$ cat config.mk
export PLATFORM = sky130hd
export DESIGN_NAME = tmcw_cursor
export DESIGN_NICKNAME = d
export VERILOG_FILES = /design/src/rtl/tmcw_pkg.sv /design/src/rtl/tmcw_cursor.sv
export SDC_FILE = /design/constraint.sdc
export NUM_CORES = 1
export LEC_CHECK = 0
export BUFFER_PORTS_ARGS = -buffer_cell sky130_fd_sc_hd__buf_2
export CORE_UTILIZATION = 31
export DETAILED_ROUTE_END_ITERATION = 6
export PLACE_DENSITY = 0.56
export SYNTH_ARGS = -nofsm -noshare
export SYNTH_HDL_FRONTEND = slang
export SYNTH_SLANG_ARGS = --single-unit
$ cat constraint.sdc
create_clock -name clk -period 2.6 [get_ports clk]
set_clock_uncertainty 0.2 [all_clocks]
set_input_delay 0 -clock clk [delete_from_list [all_inputs] [get_ports clk]]
set_output_delay 0 -clock clk [all_outputs]
set_load 0.05 [all_outputs]
$ cat src/rtl/tmcw_pkg.sv
// ----------------------------------------------------------------------------
// tmcw_pkg
// Shared types and constants for the text-mode console writer.
// ----------------------------------------------------------------------------
package tmcw_pkg;

  localparam int COLUMNS     = 80;
  localparam int ROWS        = 25;
  localparam int CELLS       = COLUMNS * ROWS;
  localparam int COPY_CELLS  = CELLS - COLUMNS;

  localparam int IDX_W       = 11;
  localparam int ROW_W       = 5;
  localparam int COL_W       = 7;
  localparam int CNT_W       = $clog2(CELLS + 1);

  localparam logic [1:0] REQ_WRITE = 2'd0;
  localparam logic [1:0] REQ_CYCLE = 2'd1;
  localparam logic [1:0] REQ_READ  = 2'd2;

  localparam logic [7:0] NEWLINE_CODE = 8'd10;
  localparam logic [7:0] SPACE_CODE   = 8'h20;
  localparam logic [7:0] RESET_COLOR  = 8'h86;
  localparam logic [4:0] CYCLE_WRAP   = 5'd15;
  localparam logic [3:0] CYCLE_FIRST  = 4'd1;

  typedef struct packed {
    logic [ROW_W-1:0] row;
    logic [COL_W-1:0] col;
    logic [7:0]       color;
    logic [IDX_W-1:0] pos;
    logic             newline;
    logic             scroll;
    logic [ROW_W-1:0] row_nxt;
    logic [COL_W-1:0] col_nxt;
  } cur_info_t;

endpackage

$ cat src/rtl/tmcw_cursor.sv
// ----------------------------------------------------------------------------
// tmcw_cursor
// Cursor position, current colour and colour-cycle step, with next-position
// and scroll decode for a write transfer.
// ----------------------------------------------------------------------------
module tmcw_cursor (
  input  logic                  clk,
  input  logic                  rst_n,
  input  logic                  step,
  input  logic                  cycle,
  input  logic [7:0]            char_code,
  input  logic                  end_of_string,
  output tmcw_pkg::cur_info_t   info
);

  logic [tmcw_pkg::ROW_W-1:0] row_r, row_nxt;
  logic [tmcw_pkg::COL_W-1:0] col_r, col_nxt;
  logic [7:0]                 color_r, color_nxt;
  logic [3:0]                 cstep_r, cstep_nxt;
  logic [tmcw_pkg::COL_W:0]   col_inc;
  logic [4:0]                 cstep_inc;
  logic                       newline;
  logic                       wrap;
  logic                       last_row;

  assign newline   = (char_code == tmcw_pkg::NEWLINE_CODE);
  assign col_inc   = {1'b0, col_r} + 1'b1;
  assign wrap      = newline || (col_inc == (tmcw_pkg::COL_W+1)'(tmcw_pkg::COLUMNS));
  assign last_row  = (row_r == tmcw_pkg::ROW_W'(tmcw_pkg::ROWS - 1));
  assign cstep_inc = {1'b0, cstep_r} + 5'd1;

  always_comb begin
    row_nxt   = row_r;
    col_nxt   = col_r;
    color_nxt = color_r;
    cstep_nxt = cstep_r;
    if (wrap) begin
      col_nxt = '0;
      if (!last_row) begin
        row_nxt = row_r + 1'b1;
      end
    end else begin
      col_nxt = col_inc[tmcw_pkg::COL_W-1:0];
    end
    if (cycle) begin
      color_nxt = {cstep_r - 4'd1, cstep_r};
      if (end_of_string || cstep_inc >= tmcw_pkg::CYCLE_WRAP) begin
        cstep_nxt = tmcw_pkg::CYCLE_FIRST;
      end else begin
        cstep_nxt = cstep_inc[3:0];
      end
    end
  end

  always_ff @(posedge clk) begin
    if (!rst_n) begin
      row_r   <= '0;
      col_r   <= '0;
      color_r <= tmcw_pkg::RESET_COLOR;
      cstep_r <= tmcw_pkg::CYCLE_FIRST;
    end else if (step) begin
      row_r   <= row_nxt;
      col_r   <= col_nxt;
      color_r <= color_nxt;
      cstep_r <= cstep_nxt;
    end
  end

  always_comb begin
    info.row     = row_r;
    info.col     = col_r;
    info.color   = color_r;
    info.pos     = tmcw_pkg::IDX_W'(row_r) * tmcw_pkg::IDX_W'(tmcw_pkg::COLUMNS)
                   + tmcw_pkg::IDX_W'(col_r);
    info.newline = newline;
    info.scroll  = wrap && last_row;
    info.row_nxt = row_nxt;
    info.col_nxt = col_nxt;
  end

endmodule

* After elaboration in Yosys (flattened, before gate mapping)
Cells that the tools add are included. Widths: inputs -> output; s select.
Operators by class: add/sub/neg operators 5, $mul 1, order comparisons 1, equality and inequality tests 3, muxes and demuxes 4, reductions and logical operators 4
Operators with widths (count):
- $add 11x7->11 | 1
- $mux 5 | 2
- $add 7x1->8 const B | 1
- $eq 8x4->1 const B | 1
- $eq 8x7->1 const B | 1
- $mul 5x3->7 const B | 1
- $mux 7 | 1
- $add 4x1->5 const B | 1
- $add 5x1->5 const B | 1
- $eq 5x5->1 const B | 1
- $ge 5x4->1 const B | 1
- $mux 4 | 1
- $sub 4x1->4 const B | 1
- $logic_or 1x1->1 | 2
- $reduce_and 2->1 | 1
- $logic_and 1x1->1 | 1
Storage, ports and cells: bits in registers 24, input bits 13, output and inout bits 45

* Depth between registers and ports, before layout
Gate-level depths: netlist of run 1.
word-level depth 4, depth in mapped cells 7, depth with buffers taken out 7

* Least setup slack after synthesis of run 1
Ideal clock, no wire load.
path kind reg2out, from register row_r[1] (netlist name), to output port info[24] (netlist name), arrival time 2.951 ns, setup slack -0.551 ns, cell stages (with the launch flop) 8, path buffers 0, cells stage by stage dfxtp_1 > ha_1 > ha_1 > fa_1 > xor2_1 > nand3_1 > xnor2_1 > xnor2_1
RTL lines:
- start: declaration | line tmcw_cursor.sv:16 | logic [tmcw_pkg::ROW_W-1:0] row_r, row_nxt;
- start signal: assignment | line tmcw_cursor.sv:62 | row_r <= row_nxt;
- end: declaration | line tmcw_cursor.sv:13 | output tmcw_pkg::cur_info_t info

==> out/qor.txt, run 1 <==
Status - finished clean
Remaining global-route overflow - 0
Synth Area in Compound Gates - 0.1549
Number of buffers created by CTS - 3
Yosys reg bits - 24
Total negative slack - 0 ns
Crit Path Max Fanout - 5
Die Ht - 76.85 um
Core area - 5238 um2
Worst Setup End Kind - output pin
Clock sink total - 24
Fill cells - 546
Cells after Synth - 208
XOR/XNOR Fraction of Synth Area - 0.09582
Fmax - 0.3952 GHz
Max cap viols - 0
CP cell instances - ha_1 -> ha_2 -> fa_2 -> xor2_1 -> nand3_2 -> xnor2_2 -> xnor2_2 -> buf_6
Power share of the clock group - 0.386
Routability cong. - 0.7838
EDFF count, synth - 0
Setup crit start kind - flip-flop
Final std cells w/o fill - 339
Post-synthesis average cell area - 8.349 um2
Gate power share - 0.169
Relative slew slack - 0.6411
Tmin final - 2.530 ns
Vias - 1,601
Initial antenna violation count - 0
CTS tree - yes
DP HPWL - 3.014 mm
Area growth syn-to-layout - 31.56%
Distinct cell type count after synthesis - 42
Least-Margin Pin Slew - 0.5383 ns
Post-synthesis cell area - 1737 um2
# setup viols final - 0
Reg clk slew, reported paths - 0.10 ns
PwrDens - 380.8 nW/um2
Final #Nets - 300
CP Class - reg -> out
Via density - 4.723
Vias in the first global route - 1,439
DRC - 0
Final Util - 0.4362
Port bufs - 57
Pin count of the biggest net entering global routing - 32
Main combinational cell family by area after synthesis - simple AND/OR/NAND/NOR gates
CP delay by family, top - adder cells
RSZ-0062 raised after global routing - no
Worst vdd ir - 0.2288 mV
CP Data Arrival Time - 2.33 ns
Initial DRC Count - 40
Worst hold path type - in -> reg
Simple-gate share of the synthesized area - 0.2399
Slowest CP cell - dfxtp_4
PnR Total Power - 0.8700 mW
Post-placement cell count - 328
Ratio of final minimum period to clock period - 0.9731
Antenna viol nets, final - 0
DIE AREA - 5905 um2
Syn Nets - 238
Clock Tree Buf Depth - 2
Worst reg-to-reg setup slack - 0.52 ns
ANT cells - 0
Leak - 1.206 nW
Final WL - 4.036 mm
Drt wl/cell - 11.91 um
Seq pwr share - 0.445
Buffers and inverters on the worst path - 1
First-pass GRT wire length - 6.741 mm
I/O pin cnt - 58
Root buffer cell - clkbuf_8
# H-tree levels - 1
Share of layout cells above drive strength 1 - 0.3383
Synth Area in Adders - 0.1311
Clk_lat worst skew - 0.28 ns
Critical Path Max Stage Delay - 0.37 ns
Internal power - 0.6275 mW
Post-synthesis mux area share - 0.03530
Fraction of registers with async set/reset - 0
Initial core utilization - 0.3316
Sw Ratio - 0.2787
Hold Fails Final Rpt - 0
Die X-Extent - 76.85 um
1st-pass router iterations - 4
WP data required - 2.40 ns
Yosys Warn Count - 0
Part of the Yosys area used for sequential elements - 0.2767
Max-slew violations - 0
Ys flop type - dfxtp_1
Psw - 0.2424 mW
CP most frequent cell - xnor2_2
Num rows - 26
Hold_ws - 0.03655 ns
Total GRT Usage - 0.1424
==> sequential cells by signal (all words and copies together) (netlist names) <==
name	cells
color_r	8
row_r	5
cstep_r	4
col_r	7
==> synth_stat cells (all sizes together) (2+ instances only) <==
cell / instances / share of area
nor3: 3 / 0.0086
and2: 4 / 0.014
buf: 7 / 0.031
inv: 9 / 0.019
o211ai: 3 / 0.013
fa: 2 / 0.023
o211a: 3 / 0.017
nor3b: 2 / 0.0086
a21o: 2 / 0.0086
clkbuf: 7 / 0.016
ha: 15 / 0.11
nor4: 3 / 0.011
nand2b: 2 / 0.0072
xnor2: 10 / 0.050
dfxtp: 24 / 0.28
nand3: 14 / 0.040
mux2i: 5 / 0.029
a311o: 2 / 0.012
a31o: 2 / 0.010
a21oi: 4 / 0.012
nand4b: 3 / 0.015
nand2: 30 / 0.065
and3: 4 / 0.014
nor2b: 5 / 0.018
a21boi: 5 / 0.022
o21ai: 10 / 0.035
xor2: 9 / 0.045
nor2: 9 / 0.019
==> tightest hold or removal path, delay by kind of cell <==
family	cells	cell delay (ns)
simple gates	3	0.28
compound gates	1	0.13
buf+inv	1	0.07
==> stage by stage <==
step / area [um2] / setup WS [ns]
after global placement: 2122 / 0.2157
final: 2285 / 0.06994
after floorplan: 1778 / -0.1169
after detailed placement: 2122 / 0.1560
after CTS: 2252 / 0.003135
after global routing: 2285 / 0.007164
==> kinds of logic (layout without fill, tap and decap cells) <==
logic type | after synthesis | after routing
xor+xnor | 19 | 19
buf+inv | 23 | 84
flops | 24 | 24
fa+ha+maj | 17 | 17
compound gates | 36 | 36
mux | 6 | 6
simple gates | 83 | 83
==> power by group through the flow <==
stage / Clock [mW] / Combinational, mW / Sequential [mW]
finish: 0.336 / 0.147 / 0.387
global route: 0.361 / 0.158 / 0.389
CTS: 0.347 / 0.148 / 0.387
detailed placement: 0 / 0.143 / 0.397
global placement: 0 / 0.143 / 0.397
floorplan: 0 / 0.0762 / 0.429
==> layer usage <==
metal | wire, um | vias to the layer above | share of wire | GRT usage
met3 | 150 | 4 | 0.037 | 0.01905
met2 | 1837 | 34 | 0.46 | 0.2286
met5 | 0 | - | 0 | 0
met4 | 56 | 0 | 0.014 | 0.06923
met1 | 1991 | 723 | 0.49 | 0.1864
li1 | - | 840 | - | -
==> cell type report <==
class                   count  area [um2]  area share
clock buffers               3       41.29     0.01807
flip-flops and latches     24       488.0      0.2136
well taps                  70       87.58     0.03834
multi-input cells         161        1197      0.5241
clock inverters             1       30.03     0.01314
repair buffers             71       406.6      0.1780
inverters                   9       33.78     0.01479
==> what timing repair did <==
| item | 4_1_cts | 5_1_grt |
|---|---|---|
| endpoints found under the hold margin | 13 | 0 |
| gates resized for setup | 5 | 3 |
| setup endpoints to repair | 1 | 2 |
| setup buffers | 0 | 3 |
| hold buffers | 4 | 0 |
| pin swaps | 2 | 4 |
==> placed cells by master (no fill, tap or decap), drive strengths merged, types with 2 or more instances in the layout <==
master | netlist | routed
buf | 7 | 67
nand2 | 30 | 30
dfxtp | 24 | 24
ha | 15 | 15
nand3 | 14 | 14
o21ai | 10 | 10
xnor2 | 10 | 10
nor2 | 9 | 9
inv | 9 | 9
xor2 | 9 | 9
a21boi | 5 | 5
mux2i | 5 | 5
nor2b | 5 | 5
a21oi | 4 | 4
and2 | 4 | 4
and3 | 4 | 4
dlygate4sd3 | 0 | 4
nand4b | 3 | 3
nor4 | 3 | 3
nor3 | 3 | 3
o211a | 3 | 3
o211ai | 3 | 3
clkbuf | 7 | 3
a21o | 2 | 2
a31o | 2 | 2
nand2b | 2 | 2
nor3b | 2 | 2
a311o | 2 | 2
fa | 2 | 2
==> final timing paths <==
kind | start | to | cells past startpoint
hold reg to reg | color_r[3] | color_r[3] | 2
setup reg to reg | col_r[1] | col_r[5] | 6
setup / recovery | row_r[3] | info[24] | 8
hold / removal | char_code[6] | col_r[3] | 5
No activity file was read; power rests on OpenSTA's default activity.
==> run 2, diff against run 1 <==
--- a/config.mk
+++ b/config.mk
@@ -6,6 +6,7 @@
 export NUM_CORES = 1
 export LEC_CHECK = 0
 export BUFFER_PORTS_ARGS = -buffer_cell sky130_fd_sc_hd__buf_2
+export CORE_ASPECT_RATIO = 1.2
 export CORE_UTILIZATION = 31
 export DETAILED_ROUTE_END_ITERATION = 6
 export PLACE_DENSITY = 0.56
==> constraint.sdc (replaced) <==
create_clock -name clk -period 2.6 [get_ports clk]
set_clock_uncertainty 0.2 [all_clocks]
set_input_delay 0.26 -clock clk [delete_from_list [all_inputs] [get_ports clk]]
set_output_delay 0.26 -clock clk [all_outputs]
set_load 0.05 [all_outputs]
==> out/qor.txt, run 2 (synthesized netlist as in run 1, its figures left out) <==
RSZ-0062 raised after global routing - yes
Drt wl/cell - 12.56 um
DIE AREA - 5907 um2
Area growth syn-to-layout - 36.02%
Status - finished, violations left
# setup viols final - 2
Post-CTS Hold Fix Bufs - 0
Biggest regs - color_r: 8 flops, col_r: 7 flops, row_r: 5 flops
Setup crit start kind - flip-flop
WP data required - 2.14 ns
Root buffer cell - clkbuf_8
Clock Tree Buf Depth - 2
1st-pass router iterations - 4
Failing checks - setup timing
DP HPWL - 3.085 mm
Worst vdd ir - 0.1922 mV
ANT cells - 0
# H-tree levels - 1
Pin count of the biggest net entering global routing - 32
Hold_ws - 0.1793 ns
Worst hold path cell count - 3
Vias - 1,637
Most flop-heavy register - color_r
Relative slew slack - 0.6496
Initial DRC Count - 46
Port bufs - 57
Initial antenna violation count - 0
Via density - 4.946
Least-Margin Pin Slew - 0.5256 ns
Initial core utilization - 0.3256
Fill cells - 545
Critical Path Max Stage Delay - 0.36 ns
Commonest non-fill, non-tap cell in the layout - buf_2
Final instance area - 2362 um2
First-pass GRT wire length - 6.824 mm
CP Class - reg -> out
Routability cong. - 0.7852
Total GRT Usage - 0.1402
Slowest CP cell - dfxtp_4
Worst hold path type - in -> reg
R2R cell count - 6
Leading cell types in the layout, fill and taps excluded - buf_2, nand2_1, dfxtp_1
Clock sink total - 24
Tmin final - 2.614 ns
Ratio of final minimum period to clock period - 1.005
Pre-CTS setup slack - -0.06520 ns
Share of layout cells above drive strength 1 - 0.3941
Final #Nets - 300
Fmax - 0.3826 GHz
Worst Setup End Kind - output pin
PwrDens - 364.4 nW/um2
I/O pin cnt - 58
Num rows - 29
Placed Area - 2151 um2
Final worst slack - -0.01386 ns
Clk_lat worst skew - 0.28 ns
Max cap viols - 0
Leak - 1.229 nW
CP Data Arrival Time - 2.15 ns
Number of buffers created by CTS - 3
Max-slew violations - 0
Core area - 5334 um2
Die X-Extent - 70.33 um
Hold Fails Final Rpt - 0
Reg clk slew, reported paths - 0.09 ns
Antenna viol nets, final - 0
Crit Path Max Fanout - 2
CTS tree - yes
Remaining global-route overflow - 0
Die Ht - 83.99 um
Vias in the first global route - 1,559
CP cell instances - ha_4 -> ha_4 -> fa_2 -> xor2_2 -> nand3_2 -> xnor2_2 -> xnor2_2 -> buf_6
DRC - 0
Final WL - 4.158 mm
Max reg flops - 8
[run 2: cell types whose count changed in the layout (fill, tap and decap cells not counted), moves of 2 or more]
cell	change
buf_4	+3
dlygate4sd3_1	-4
buf_6	+2
ha_4	+4
dfxtp_2	+2
ha_1	-4
dfxtp_1	-3
[run 2: repair_timing]
action | 4_1_cts | 5_1_grt
gates cloned | 0 | 0
buffers inserted | 1 | 3
hold endpoints to repair | 0 | 0
resized for setup | 14 | 6
setup endpoints to repair | 3 | 14
pin swaps | 10 | 9
[run 2: layout make-up]
| class | count | area (um2) | share of cell area |
|---|---|---|---|
| Clock buffer | 3 | 41.29 | 0.01748 |
| Tap cell | 62 | 77.57 | 0.03284 |
| Multi-Input combinational cell | 161 | 1279 | 0.5413 |
| Inverter | 9 | 33.78 | 0.01430 |
| Timing Repair Buffer | 71 | 406.6 | 0.1721 |
| Clock inverter | 1 | 30.03 | 0.01271 |
| Sequential cell | 24 | 494.2 | 0.2092 |
[run 2: critical path, delay by kind of cell, from the launching register on]
kind	cells	cell delay, ns
XOR/XNOR	3	0.49
AND/OR/NAND/NOR	1	0.11
buffers and inverters	1	0.17
adder cells (fa/ha/maj)	3	0.75
flip-flops	1	0.36
[run 2: layer usage]
metal / vias up / wire [um] / track usage
li1: 837 / - / -
met1: 757 / 1869 / 0.1604
met2: 38 / 2035 / 0.2563
met3: 5 / 193 / 0.01932
met4: 0 / 60 / 0.05636
met5: - / 0 / 0
[run 2: final timing paths]
kind                   start         end  slack, ns
hold reg to reg   color_r[0]  color_r[0]       0.28
setup reg to reg    col_r[0]    row_r[1]       0.54
hold / removal          step    row_r[4]       0.18
setup / recovery    row_r[1]    info[24]      -0.01
[run 2: through the flow]
stage / setup TNS [ns] / power (mW) / util / instances
2_1_floorplan: -0.4473 / 0.5042 / - / 208
4_1_cts: -0.1465 / 0.8724 / 0.4304 / 328
6_report: -0.02049 / 0.8609 / 0.4429 / 331
5_1_grt: -0.1910 / 0.8953 / 0.4429 / 331
3_5_place_dp: -0.06520 / 0.5364 / 0.4032 / 323
3_3_place_gp: -0.009446 / 0.5352 / 0.4032 / 323
[run 2: power breakdown]
| group | switching [mW] | leakage [nW] | internal [mW] | total, mW |
|---|---|---|---|---|
| registers | 0.0116 | 0.199 | 0.377 | 0.389 |
| logic | 0.0997 | 0.994 | 0.0385 | 0.138 |
| clock network | 0.128 | 0.0357 | 0.206 | 0.334 |
| total | 0.239 | 1.23 | 0.622 | 0.861 |
